===== config.mk =====
export PLATFORM = sky130hd
export DESIGN_NAME = triangle_span_rasterizer_top
export DESIGN_NICKNAME = d
export VERILOG_FILES = /design/src/rtl/trs_pkg.sv /design/src/rtl/trs_divider.sv /design/src/rtl/trs_datapath.sv /design/src/rtl/trs_ctrl.sv /design/src/rtl/triangle_span_rasterizer_top.sv
export SDC_FILE = /design/constraint.sdc
export NUM_CORES = 2
export LEC_CHECK = 0
export BUFFER_PORTS_ARGS = -buffer_cell sky130_fd_sc_hd__buf_2
export CORE_MARGIN = 4
export CORE_UTILIZATION = 37
export CTS_CLUSTER_DIAMETER = 150
export DETAILED_ROUTE_END_ITERATION = 12
export PLACE_DENSITY = 0.6
export SYNTH_ARGS = -nofsm -noshare
export SYNTH_HDL_FRONTEND = slang
export SYNTH_SLANG_ARGS = --single-unit

===== constraint.sdc =====
create_clock -name clock -period 8.2 [get_ports clock]
set_input_delay 0.82 -clock clock [delete_from_list [all_inputs] [get_ports clock]]
set_output_delay 0.82 -clock clock [all_outputs]
set_load 0.005 [all_outputs]

===== src/rtl/trs_pkg.sv =====
// Package for the triangle span rasterizer.
// Command codes and the controller/datapath interface structs; no dependencies.
`default_nettype none

package trs_pkg;

   localparam logic CMD_LOAD = 1'b0;
   localparam logic CMD_SPAN = 1'b1;

   typedef struct packed {
      logic load;
      logic capture;
      logic init;
      logic step;
      logic finish;
   } ctrl_cmd_type;

   typedef struct packed {
      logic active;
   } ctrl_status_type;

endpackage

`default_nettype wire


===== src/rtl/trs_divider.sv =====
// Restoring unsigned divider, one quotient bit per step.
// Generic, no package dependencies.
`default_nettype none

module trs_divider #(
   parameter int WIDTH    = 22,
   parameter int DIV_BITS = 12
) (
   input  wire logic                clock,
   input  wire logic                init,
   input  wire logic                step,
   input  wire logic [WIDTH-1:0]    dividend,
   input  wire logic [DIV_BITS-1:0] divisor,
   output logic      [WIDTH-1:0]    quotient
);

   logic [WIDTH-1:0]    quo_ff, quo_in;
   logic [DIV_BITS-1:0] rem_ff, rem_in;
   logic [DIV_BITS-1:0] den_ff, den_in;
   logic [DIV_BITS:0]   shifted;

   always_comb begin
      shifted = {rem_ff, quo_ff[WIDTH-1]};
      quo_in  = quo_ff;
      rem_in  = rem_ff;
      den_in  = den_ff;
      if (init) begin
         quo_in = dividend;
         rem_in = '0;
         den_in = divisor;
      end else if (step) begin
         if (shifted >= {1'b0, den_ff}) begin
            rem_in = DIV_BITS'(shifted - {1'b0, den_ff});
            quo_in = {quo_ff[WIDTH-2:0], 1'b1};
         end else begin
            rem_in = shifted[DIV_BITS-1:0];
            quo_in = {quo_ff[WIDTH-2:0], 1'b0};
         end
      end
   end

   always_ff @(posedge clock) begin
      quo_ff <= quo_in;
      rem_ff <= rem_in;
      den_ff <= den_in;
   end

   assign quotient = quo_ff;

endmodule

`default_nettype wire


===== src/rtl/trs_datapath.sv =====
// Datapath: vertex sort and storage, edge products, two dividers, span assembly.
// Depends on trs_pkg and trs_divider.
`default_nettype none

module trs_datapath #(
   parameter int COORD_BITS = 11
) (
   input  wire logic                     clock,
   input  wire logic                     reset,
   input  wire trs_pkg::ctrl_cmd_type    cmd,
   output trs_pkg::ctrl_status_type      status,
   input  wire logic [COORD_BITS-1:0]    req_vertex_a_x,
   input  wire logic [COORD_BITS-1:0]    req_vertex_a_y,
   input  wire logic [COORD_BITS-1:0]    req_vertex_b_x,
   input  wire logic [COORD_BITS-1:0]    req_vertex_b_y,
   input  wire logic [COORD_BITS-1:0]    req_vertex_c_x,
   input  wire logic [COORD_BITS-1:0]    req_vertex_c_y,
   input  wire logic [23:0]              req_fill_color,
   output logic                          rsp_valid,
   output logic      [COORD_BITS-1:0]    rsp_span_row,
   output logic      [COORD_BITS-1:0]    rsp_span_left,
   output logic      [COORD_BITS-1:0]    rsp_span_right,
   output logic      [23:0]              rsp_span_color,
   output logic                          rsp_last_span
);

   localparam int C  = COORD_BITS;
   localparam int PW = 2 * C + 2;

   logic [C-1:0] x0_ff, y0_ff, x1_ff, y1_ff, x2_ff, y2_ff;
   logic [C-1:0] x0_in, y0_in, x1_in, y1_in, x2_in, y2_in;
   logic [C-1:0] row_ff, row_in;
   logic         upper_ff, upper_in;
   logic         active_ff, active_in;
   logic [23:0]  color_ff, color_in;

   logic [C-1:0] sx0, sy0, sx1, sy1, sx2, sy2, tx, ty;

   always_comb begin
      tx  = '0; ty = '0;
      sx0 = req_vertex_a_x; sy0 = req_vertex_a_y;
      sx1 = req_vertex_b_x; sy1 = req_vertex_b_y;
      sx2 = req_vertex_c_x; sy2 = req_vertex_c_y;
      if (sy0 > sy1) begin
         tx = sx0; ty = sy0; sx0 = sx1; sy0 = sy1; sx1 = tx; sy1 = ty;
      end
      if (sy0 > sy2) begin
         tx = sx0; ty = sy0; sx0 = sx2; sy0 = sy2; sx2 = tx; sy2 = ty;
      end
      if (sy1 > sy2) begin
         tx = sx1; ty = sy1; sx1 = sx2; sy1 = sy2; sx2 = tx; sy2 = ty;
      end
   end

   // edge setup
   logic signed [C:0] d_long, d_half;
   logic [C-1:0]      n_long, n_half;
   logic [C:0]        h_long, h_half;
   logic [C-1:0]      base_half;

   always_comb begin
      d_long = $signed({1'b0, x2_ff}) - $signed({1'b0, x0_ff});
      n_long = row_ff - y0_ff;
      h_long = {1'b0, y2_ff} - {1'b0, y0_ff};
      if (!upper_ff) begin
         d_half    = $signed({1'b0, x1_ff}) - $signed({1'b0, x0_ff});
         n_half    = row_ff - y0_ff;
         h_half    = {1'b0, y1_ff} - {1'b0, y0_ff} + (C+1)'(1);
         base_half = x0_ff;
      end else begin
         d_half    = $signed({1'b0, x2_ff}) - $signed({1'b0, x1_ff});
         n_half    = row_ff - y1_ff;
         h_half    = {1'b0, y2_ff} - {1'b0, y1_ff} + (C+1)'(1);
         base_half = x1_ff;
      end
   end

   logic signed [PW-1:0] prod_long_ff, prod_half_ff;
   logic [C:0]           h_long_ff, h_half_ff;
   logic                 neg_long_ff, neg_half_ff;
   logic [2*C-1:0]       mag_long, mag_half;
   logic [2*C-1:0]       quo_long, quo_half;

   always_ff @(posedge clock) begin
      if (cmd.capture) begin
         prod_long_ff <= PW'(d_long) * PW'($signed({1'b0, n_long}));
         prod_half_ff <= PW'(d_half) * PW'($signed({1'b0, n_half}));
         h_long_ff    <= h_long;
         h_half_ff    <= h_half;
      end
      if (cmd.init) begin
         neg_long_ff <= prod_long_ff[PW-1];
         neg_half_ff <= prod_half_ff[PW-1];
      end
   end

   always_comb begin
      mag_long = prod_long_ff[PW-1] ? (2*C)'(-prod_long_ff) : prod_long_ff[2*C-1:0];
      mag_half = prod_half_ff[PW-1] ? (2*C)'(-prod_half_ff) : prod_half_ff[2*C-1:0];
   end

   trs_divider #(.WIDTH(2 * C), .DIV_BITS(C + 1)) u_div_long (
      .clock    (clock),
      .init     (cmd.init),
      .step     (cmd.step),
      .dividend (mag_long),
      .divisor  (h_long_ff),
      .quotient (quo_long)
   );

   trs_divider #(.WIDTH(2 * C), .DIV_BITS(C + 1)) u_div_half (
      .clock    (clock),
      .init     (cmd.init),
      .step     (cmd.step),
      .dividend (mag_half),
      .divisor  (h_half_ff),
      .quotient (quo_half)
   );

   // quotient magnitude never exceeds the column range
   logic signed [C+1:0] q_long, q_half, edge_a, edge_b, left_w, right_w;
   logic                last_w;

   always_comb begin
      q_long  = neg_long_ff ? -$signed({2'b00, quo_long[C-1:0]})
                            :  $signed({2'b00, quo_long[C-1:0]});
      q_half  = neg_half_ff ? -$signed({2'b00, quo_half[C-1:0]})
                            :  $signed({2'b00, quo_half[C-1:0]});
      edge_a  = $signed({2'b00, x0_ff}) + q_long;
      edge_b  = $signed({2'b00, base_half}) + q_half;
      left_w  = (edge_a > edge_b) ? edge_b : edge_a;
      right_w = (edge_a > edge_b) ? edge_a : edge_b;
   end

   always_comb begin
      x0_in = x0_ff; y0_in = y0_ff; x1_in = x1_ff;
      y1_in = y1_ff; x2_in = x2_ff; y2_in = y2_ff;
      row_in    = row_ff;
      upper_in  = upper_ff;
      active_in = active_ff;
      color_in  = color_ff;
      last_w    = 1'b0;
      if (cmd.load) begin
         x0_in = sx0; y0_in = sy0; x1_in = sx1;
         y1_in = sy1; x2_in = sx2; y2_in = sy2;
         color_in  = req_fill_color;
         row_in    = sy0;
         upper_in  = 1'b0;
         active_in = (sy0 != sy2);
      end else if (cmd.finish) begin
         if (!upper_ff) begin
            if (row_ff >= y1_ff) upper_in = 1'b1;
            else                 row_in   = row_ff + C'(1);
         end else begin
            if (row_ff >= y2_ff) begin
               active_in = 1'b0;
               last_w    = 1'b1;
            end else begin
               row_in = row_ff + C'(1);
            end
         end
      end
   end

   always_ff @(posedge clock) begin
      if (reset) begin
         x0_ff <= '0; y0_ff <= '0; x1_ff <= '0;
         y1_ff <= '0; x2_ff <= '0; y2_ff <= '0;
         row_ff    <= '0;
         upper_ff  <= 1'b0;
         active_ff <= 1'b0;
         color_ff  <= '0;
         rsp_valid <= 1'b0;
      end else begin
         x0_ff <= x0_in; y0_ff <= y0_in; x1_ff <= x1_in;
         y1_ff <= y1_in; x2_ff <= x2_in; y2_ff <= y2_in;
         row_ff    <= row_in;
         upper_ff  <= upper_in;
         active_ff <= active_in;
         color_ff  <= color_in;
         rsp_valid <= cmd.finish;
      end
   end

   always_ff @(posedge clock) begin
      if (cmd.finish) begin
         rsp_span_row   <= row_ff;
         rsp_span_left  <= left_w[C-1:0];
         rsp_span_right <= right_w[C-1:0];
         rsp_span_color <= color_ff;
         rsp_last_span  <= last_w;
      end
   end

   assign status.active = active_ff;

endmodule

`default_nettype wire


===== src/rtl/trs_ctrl.sv =====
// Controller state machine: sequences load, multiply, divide and span emit.
// Depends on trs_pkg.
`default_nettype none

module trs_ctrl #(
   parameter int COORD_BITS = 11
) (
   input  wire logic                      clock,
   input  wire logic                      reset,
   input  wire logic                      start,
   input  wire logic                      req_cmd,
   input  wire trs_pkg::ctrl_status_type  status,
   output trs_pkg::ctrl_cmd_type          cmd,
   output logic                           busy
);

   localparam int DIV_STEPS = 2 * COORD_BITS;
   localparam int CNT_BITS  = $clog2(DIV_STEPS);

   typedef enum logic [4:0] {
      ST_IDLE = 5'b00001,
      ST_MUL  = 5'b00010,
      ST_INIT = 5'b00100,
      ST_DIV  = 5'b01000,
      ST_DONE = 5'b10000
   } state_type;

   state_type           state_ff, state_in;
   logic [CNT_BITS-1:0] cnt_ff, cnt_in;

   always_comb begin
      state_in = state_ff;
      cnt_in   = cnt_ff;
      cmd      = '0;
      unique case (state_ff)
         ST_IDLE: begin
            if (start) begin
               if (req_cmd == trs_pkg::CMD_LOAD) begin
                  cmd.load = 1'b1;
               end else if (status.active) begin
                  state_in = ST_MUL;
               end
            end
         end
         ST_MUL: begin
            cmd.capture = 1'b1;
            state_in    = ST_INIT;
         end
         ST_INIT: begin
            cmd.init = 1'b1;
            cnt_in   = '0;
            state_in = ST_DIV;
         end
         ST_DIV: begin
            cmd.step = 1'b1;
            cnt_in   = cnt_ff + CNT_BITS'(1);
            if (cnt_ff == CNT_BITS'(DIV_STEPS - 1)) state_in = ST_DONE;
         end
         ST_DONE: begin
            cmd.finish = 1'b1;
            state_in   = ST_IDLE;
         end
         default: state_in = ST_IDLE;
      endcase
   end

   always_ff @(posedge clock) begin
      if (reset) begin
         state_ff <= ST_IDLE;
         cnt_ff   <= '0;
      end else begin
         state_ff <= state_in;
         cnt_ff   <= cnt_in;
      end
   end

   assign busy = (state_ff != ST_IDLE);

endmodule

`default_nettype wire


===== src/rtl/triangle_span_rasterizer_top.sv =====
// Top level of the triangle span rasterizer.
// Depends on trs_pkg, trs_ctrl, trs_datapath (and trs_divider below it).
//
// A transaction is taken when start is high and busy is low. A load (req_cmd = 0)
// sorts and stores the triangle and leaves busy low. A span request on a loaded
// triangle raises busy through a multiply state, a divider setup state, the
// division steps of the two restoring dividers that run side by side, and a
// state that forms the span. The span appears for one cycle with rsp_valid, in
// the first cycle in which busy is low again; the receiver must take it then,
// there is no backpressure. A span request with no triangle loaded is taken and
// produces nothing.
`default_nettype none

module triangle_span_rasterizer_top #(
   parameter int COORD_BITS = 11
) (
   input  wire logic                  clock,
   input  wire logic                  reset,
   input  wire logic                  start,
   output logic                       busy,
   input  wire logic                  req_cmd,
   input  wire logic [COORD_BITS-1:0] req_vertex_a_x,
   input  wire logic [COORD_BITS-1:0] req_vertex_a_y,
   input  wire logic [COORD_BITS-1:0] req_vertex_b_x,
   input  wire logic [COORD_BITS-1:0] req_vertex_b_y,
   input  wire logic [COORD_BITS-1:0] req_vertex_c_x,
   input  wire logic [COORD_BITS-1:0] req_vertex_c_y,
   input  wire logic [23:0]           req_fill_color,
   output logic                       rsp_valid,
   output logic      [COORD_BITS-1:0] rsp_span_row,
   output logic      [COORD_BITS-1:0] rsp_span_left,
   output logic      [COORD_BITS-1:0] rsp_span_right,
   output logic      [23:0]           rsp_span_color,
   output logic                       rsp_last_span
);

   trs_pkg::ctrl_cmd_type    cmd;
   trs_pkg::ctrl_status_type status;

   trs_ctrl #(.COORD_BITS(COORD_BITS)) u_ctrl (
      .clock   (clock),
      .reset   (reset),
      .start   (start),
      .req_cmd (req_cmd),
      .status  (status),
      .cmd     (cmd),
      .busy    (busy)
   );

   trs_datapath #(.COORD_BITS(COORD_BITS)) u_datapath (
      .clock          (clock),
      .reset          (reset),
      .cmd            (cmd),
      .status         (status),
      .req_vertex_a_x (req_vertex_a_x),
      .req_vertex_a_y (req_vertex_a_y),
      .req_vertex_b_x (req_vertex_b_x),
      .req_vertex_b_y (req_vertex_b_y),
      .req_vertex_c_x (req_vertex_c_x),
      .req_vertex_c_y (req_vertex_c_y),
      .req_fill_color (req_fill_color),
      .rsp_valid      (rsp_valid),
      .rsp_span_row   (rsp_span_row),
      .rsp_span_left  (rsp_span_left),
      .rsp_span_right (rsp_span_right),
      .rsp_span_color (rsp_span_color),
      .rsp_last_span  (rsp_last_span)
   );

endmodule

`default_nettype wire


== Word-level counts from Yosys, hierarchy flattened ==
Cells that the tools add are included.
Word-level totals
  bits in registers: 338
  bits in latches: 0
  bits in writable memories: 0
  ROM bits: 0
  output and inout bits: 60
  word-level logic and storage cells: 140
  memories kept: 0
Operators by class
  add/subtract/negate cells: 20
  multiply operators: 2
  divide/modulo/power cells: 0
  magnitude comparators: 8
  eq/ne operators: 14
  shift-type cells: 0
  multiplexer cells: 55
  bitwise gates (word level): 1
  reduce and logical (&&, ||, !) cells: 10
Operators by type and width (number)
  $mux W11: 21
  $mux W22: 6
  $sub A11 B11 Y12: 6
  $mul A12 B12 Y24: 2
  $mux W12: 4
  $neg A22 Y22: 2
  $gt A11 B11 Y1: 3
  $add A12 B13 Y13: 2
  $ge A13 B12 Y1: 2
  $mux W13: 2
  $neg A11 Y13: 2
  $add A12 B1 Y12 const B: 2
  $sub A12 B12 Y12: 2
  $ge A11 B11 Y1: 2
  $sub A11 B11 Y11: 2
  $mux W5: 4
  $pmux W5 S4: 1
  $mux W1: 16
  $gt A13 B13 Y1: 1
  $add A11 B1 Y11 const B: 1
  $ne A11 B11 Y1: 1
  $eq A5 B5 Y1 const B: 2
  $pmux W5 S2: 1
  $reduce_bool A2 Y1: 5
  other kinds (14): 18

== Logic depth before layout (Yosys ltp) ==
  depth after elaboration: 8
  depth in mapped cells: 35
  mapped depth without buffers: 33

== Hierarchy ==
Synthesis repeated with hierarchy kept, for this count alone.
Unflattened totals
  cells, all modules: 3680
  area, all modules: 33423.3 um2
By module, submodules not included
  trs_datapath: instances 1, cells each 3180, area an instance 27851.7 um2, seq. area each 5985.7 um2
  trs_divider: instances 2, cells each 217, area an instance 2502.4 um2, seq. area each 1261.2 um2
  trs_ctrl: instances 1, cells each 66, area an instance 566.8 um2, seq. area each 200.2 um2

== Worst setup path after synthesis ==
No wires, ideal clock.
  path type: flip-flop to flip-flop
  start: reg u_ctrl.state_ff[4]
  end: reg u_ctrl.state_ff[0]
  setup time: 0.120 ns
  data arrival time: 8.032 ns
  required time: 8.080 ns
  setup slack: 0.048 ns
  cell stages (with the launch flop): 6
  period minus slack after synthesis: 8.152 ns
  cell sequence: dfxtp_1 -> nor2_1 -> nor4bb_1 -> inv_1 -> nand3_1 -> nand2_1
Between the ends
  word-level cells in the longest chain between the ends: 3
Ends and longest elaborated chain
  start, declared: RTL line trs_ctrl.sv:28  | state_type state_ff, state_in;
  start signal, assigned: RTL line trs_ctrl.sv:72  | state_ff <= state_in;
  $eq A5 B4 Y1 / $eq A5 B1 Y1 (equally long branches): RTL line trs_ctrl.sv:35  | unique case (state_ff)
  $ne A2 B1 Y1 (no line) / $ne A2 B2 Y1 (equally long branches)
  $reduce_and A4 Y1 (no line)
Parallel ways exist; a longest one is shown, timed or not.
A chain may end at the register's enable or synchronous reset.

== Worst setup path in the final report ==
  start: reg u_datapath.x0_ff[1]
  end: reg u_datapath.prod_half_ff[23] (data pin)
Between the ends
  word-level cells in the longest chain between the ends: 3
Ends and longest elaborated chain
  start, declared: RTL line trs_datapath.sv:30  | logic [C-1:0] x0_ff, y0_ff, x1_ff, y1_ff, x2_ff, y2_ff;
  start signal, assigned: RTL line trs_datapath.sv:175  | x0_ff <= x0_in; y0_ff <= y0_in; x1_ff <= x1_in;
  $sub A11 B11 Y12: RTL line trs_datapath.sv:66  | d_half = $signed({1'b0, x1_ff}) - $signed({1'b0, x0_ff});
  $mux W12: RTL line trs_datapath.sv:65  | if (!upper_ff) begin
  $mul A12 B12 Y24: RTL line trs_datapath.sv:87  | prod_half_ff <= PW'(d_half) * PW'($signed({1'b0, n_half}));
  end signal, assigned: RTL line trs_datapath.sv:87
  end, declared: RTL line trs_datapath.sv:78  | logic signed [PW-1:0] prod_long_ff, prod_half_ff;
No other way between the ends.

==> impl_metrics.tcl <==
set metrics [dict create \
    status "complete, no violations" \
    dp_hpwl_um 74350 \
    synth_area_um2 32980 \
    route.met2.wl_um 44500 \
    setup-violations-final 0 \
    routabilityCongestion 0.9638 \
    crit_top_cell "fa_1" \
    tightest_slew_ps 1073 \
    r2r_slack_ps 520 \
    grt_max_degree 80 \
    synthSimpleGateAreaFrac 0.1502 \
    syn_nets 4446 \
    slowest_delay_ps 750 \
    crit_type "reg2reg" \
    clk_latency_ps 600 \
    grt_pass1_vias 26760 \
    fin_crit_ps 7680 \
    maxSlewHeadroom 0.2847 \
    yosysSeqAreaShare 0.2641 \
    yosys.area_share.adder 0.2824 \
    final_layout_size_suffix_gt1_frac 0.1050 \
    synthToLayoutAreaGrowth_pct 12.87 \
    grt_use_total 0.1981 \
    ioPinCount 154 \
    antenna_found_initial 15 \
    cts_setup_buffers 0 \
    synth_mux_area_frac 0.02155 \
    synth-seq-cells 336 \
    ys_warn_count 0 \
    fin_worst_skew_ps 52.26 \
    hold_class "reg2reg" \
    viasPerCell 5.182 \
    syn_inst 3765 \
    synth_top_family_by_area "adder cells" \
    worstPathArrival_ps 8020 \
    startpoint_type "flip-flop" \
    end_kind "flip-flop" \
    post_cts_resized 0 \
    topRoutingLayerUsed "met4" \
    hold_viol_final 0 \
    htreeDepth 2 \
    slew_violations 0 \
    synth_xor_area_frac 0.05099 \
    setup_tns_ps 0 \
    cts_root_buf "clkbuf_16" \
    dieArea_um2 93970 \
    cts.sinks 336 \
    worstPathMaxFanout 10 \
    clockBufferDepth 3 \
    yosysUniqueCellTypes 88 \
    synth_edf_count 198 \
    path_clk_slew_ps 60 \
    routed_wl_um 93560 \
    grt-ovfl-total 0 \
    cpMaxStageDelayCell "or4_1" \
    drc 0 \
    core.rowCount 109 \
    fp.dieW_um 306.5 \
    ys_async_sr_fraction 0 \
    syn_area_per_cell_um2 8.759 \
    grt_setup_unrepaired "false" \
    wl_met1_um 41380 \
    postRouteAntennaNets 0 \
    start_util 0.3732 \
    synth_compound_area_frac 0.1505 \
    core_area_um2 88370 \
    die_h_um 306.5 \
    nNetsFinal 4621 \
    ys.flop_type "edfxtp_1" \
    drv_cap 0 \
    wl_per_cell_um 18.16 \
    grt_pass1_wl_um 149100 \
    cts_buffers 42 \
    cts_tree "done" \
    drt_iter0_drc 1585 \
    cts.hold.buffers_added 0 \
    drtPass1Iterations 6 \
    required_ps 8540 \
    min_period_over_period 0.9365 \
    port_buffers 153 \
    vias 26700 \
    fill_cells 8787 \
    wl_met3_um 4413 \
    fmax_mhz 130.2 \
]
==> stage by stage <==
step	utilization	area, um2	hold slack, ps	setup slack (ps)	cells
final	0.4212	37220	416.8	520.4	5152
after global routing	0.4212	37220	421.2	17.14	5152
after CTS	0.4206	37170	417.7	204.2	5138
after detailed placement	0.4032	35630	404.5	268.0	5061
after global placement	0.4032	35630	402.9	285.0	5061
after floorplan	-	32980	400.3	47.79	3765
==> sequential cells by signal (all words and copies together), names as in the netlist, 12 cells and up <==
| name | flops |
|---|---|
| u_datapath.color_ff | 24 |
| u_datapath.u_div_long.quotient | 22 |
| u_datapath.prod_long_ff | 23 |
| u_datapath.u_div_half.rem_ff | 12 |
| u_datapath.h_half_ff | 12 |
| u_datapath.u_div_long.rem_ff | 12 |
| u_datapath.h_long_ff | 12 |
| u_datapath.rsp_span_color | 24 |
| u_datapath.prod_half_ff | 23 |
| u_datapath.u_div_half.quotient | 22 |
| u_datapath.u_div_half.den_ff | 12 |
| u_datapath.u_div_long.den_ff | 12 |
==> worst max-delay path, delay by kind of cell (launching register included) <==
family	cells	cell delay, ps
AOI/OAI and AO/OA	12	2390
xor gates and xnor gates	1	140
and+or+nand+nor	4	1050
adders and majority gates	7	2950
buffers and inverters	5	610
DFF	1	320
==> final cells by class <==
class	instances	area [um2]	area share
inverters	551	2068	0.05556
clock buffers	51	1125	0.03022
repair buffers	276	1729	0.04646
flip-flops and latches	336	8710	0.2340
multi-input cells	2733	21690	0.5826
diodes	14	35.03	0.0009412
well taps	1165	1458	0.03916
clock inverters	26	411.6	0.01106
==> cells by family (layout without fill, tap and decap cells) <==
kind of cell	Yosys count	after routing
and+or+nand+nor	1091	1091
AOI/OAI and AO/OA	796	796
buffers and inverters	696	904
adders and majority gates	587	587
DFF	336	336
xor gates and xnor gates	192	192
muxes	67	67
other	0	14
==> cells in the mapped netlist, types with 13 or more instances <==
cell,instances,share of area
inv_1,550,0.063
nand2_1,453,0.052
ha_1,325,0.12
nor2_1,279,0.032
fa_1,262,0.16
o21ai_0,235,0.036
a21oi_1,230,0.035
edfxtp_1,198,0.18
dfxtp_1,138,0.084
clkbuf_1,120,0.014
xnor2_1,119,0.032
xor2_1,73,0.019
nor3_1,67,0.010
nor2b_1,52,0.0099
a21o_1,50,0.011
nand2b_1,45,0.0085
mux2i_1,44,0.013
a21boi_0,42,0.0096
a211oi_1,41,0.0093
nand3_1,36,0.0055
and2_1,34,0.0064
o22ai_1,32,0.0061
or3_1,24,0.0046
mux2_2,22,0.0075
o31ai_1,22,0.0050
nand4_1,21,0.0040
a311oi_1,17,0.0045
and3_1,16,0.0030
nor4_1,14,0.0027
o21a_1,14,0.0032
o41ai_1,14,0.0037
buf_1,13,0.0015
==> cell usage in the layout (no fill, tap or decap), drive strengths merged, types with 119 or more instances in the layout <==
master and instances:
a21oi 230, buf 276, dfxtp 138, edfxtp 198, fa 262, ha 325, inv 553, nand2 453
nor2 280, o21ai 244, xnor2 119
==> metal layers <==
| metal | vias up | track usage |
|---|---|---|
| li1 | 13060 | - |
| met1 | 12850 | 0.2649 |
| met2 | 649 | 0.3311 |
| met3 | 145 | 0.02218 |
| met4 | 0 | 0.07522 |
| met5 | - | 0 |
==> path summary, 6_finish.rpt <==
path	start	cells after the start	end
worst max-delay path	u_datapath.x0_ff[1]$_SDFFE_PP0P_	29	u_datapath.prod_half_ff[23]$_DFFE_PP_
worst min-delay path	u_datapath.h_half_ff[1]$_DFFE_PP_	0	u_datapath.u_div_half.den_ff[1]$_DFFE_PP_
worst max register to register	u_datapath.x0_ff[1]$_SDFFE_PP0P_	29	u_datapath.prod_half_ff[23]$_DFFE_PP_
worst min register to register	u_datapath.h_half_ff[1]$_DFFE_PP_	0	u_datapath.u_div_half.den_ff[1]$_DFFE_PP_
Power is not shown: default switching activity piles up to over one toggle a cycle in this logic, so the estimate is an artifact.
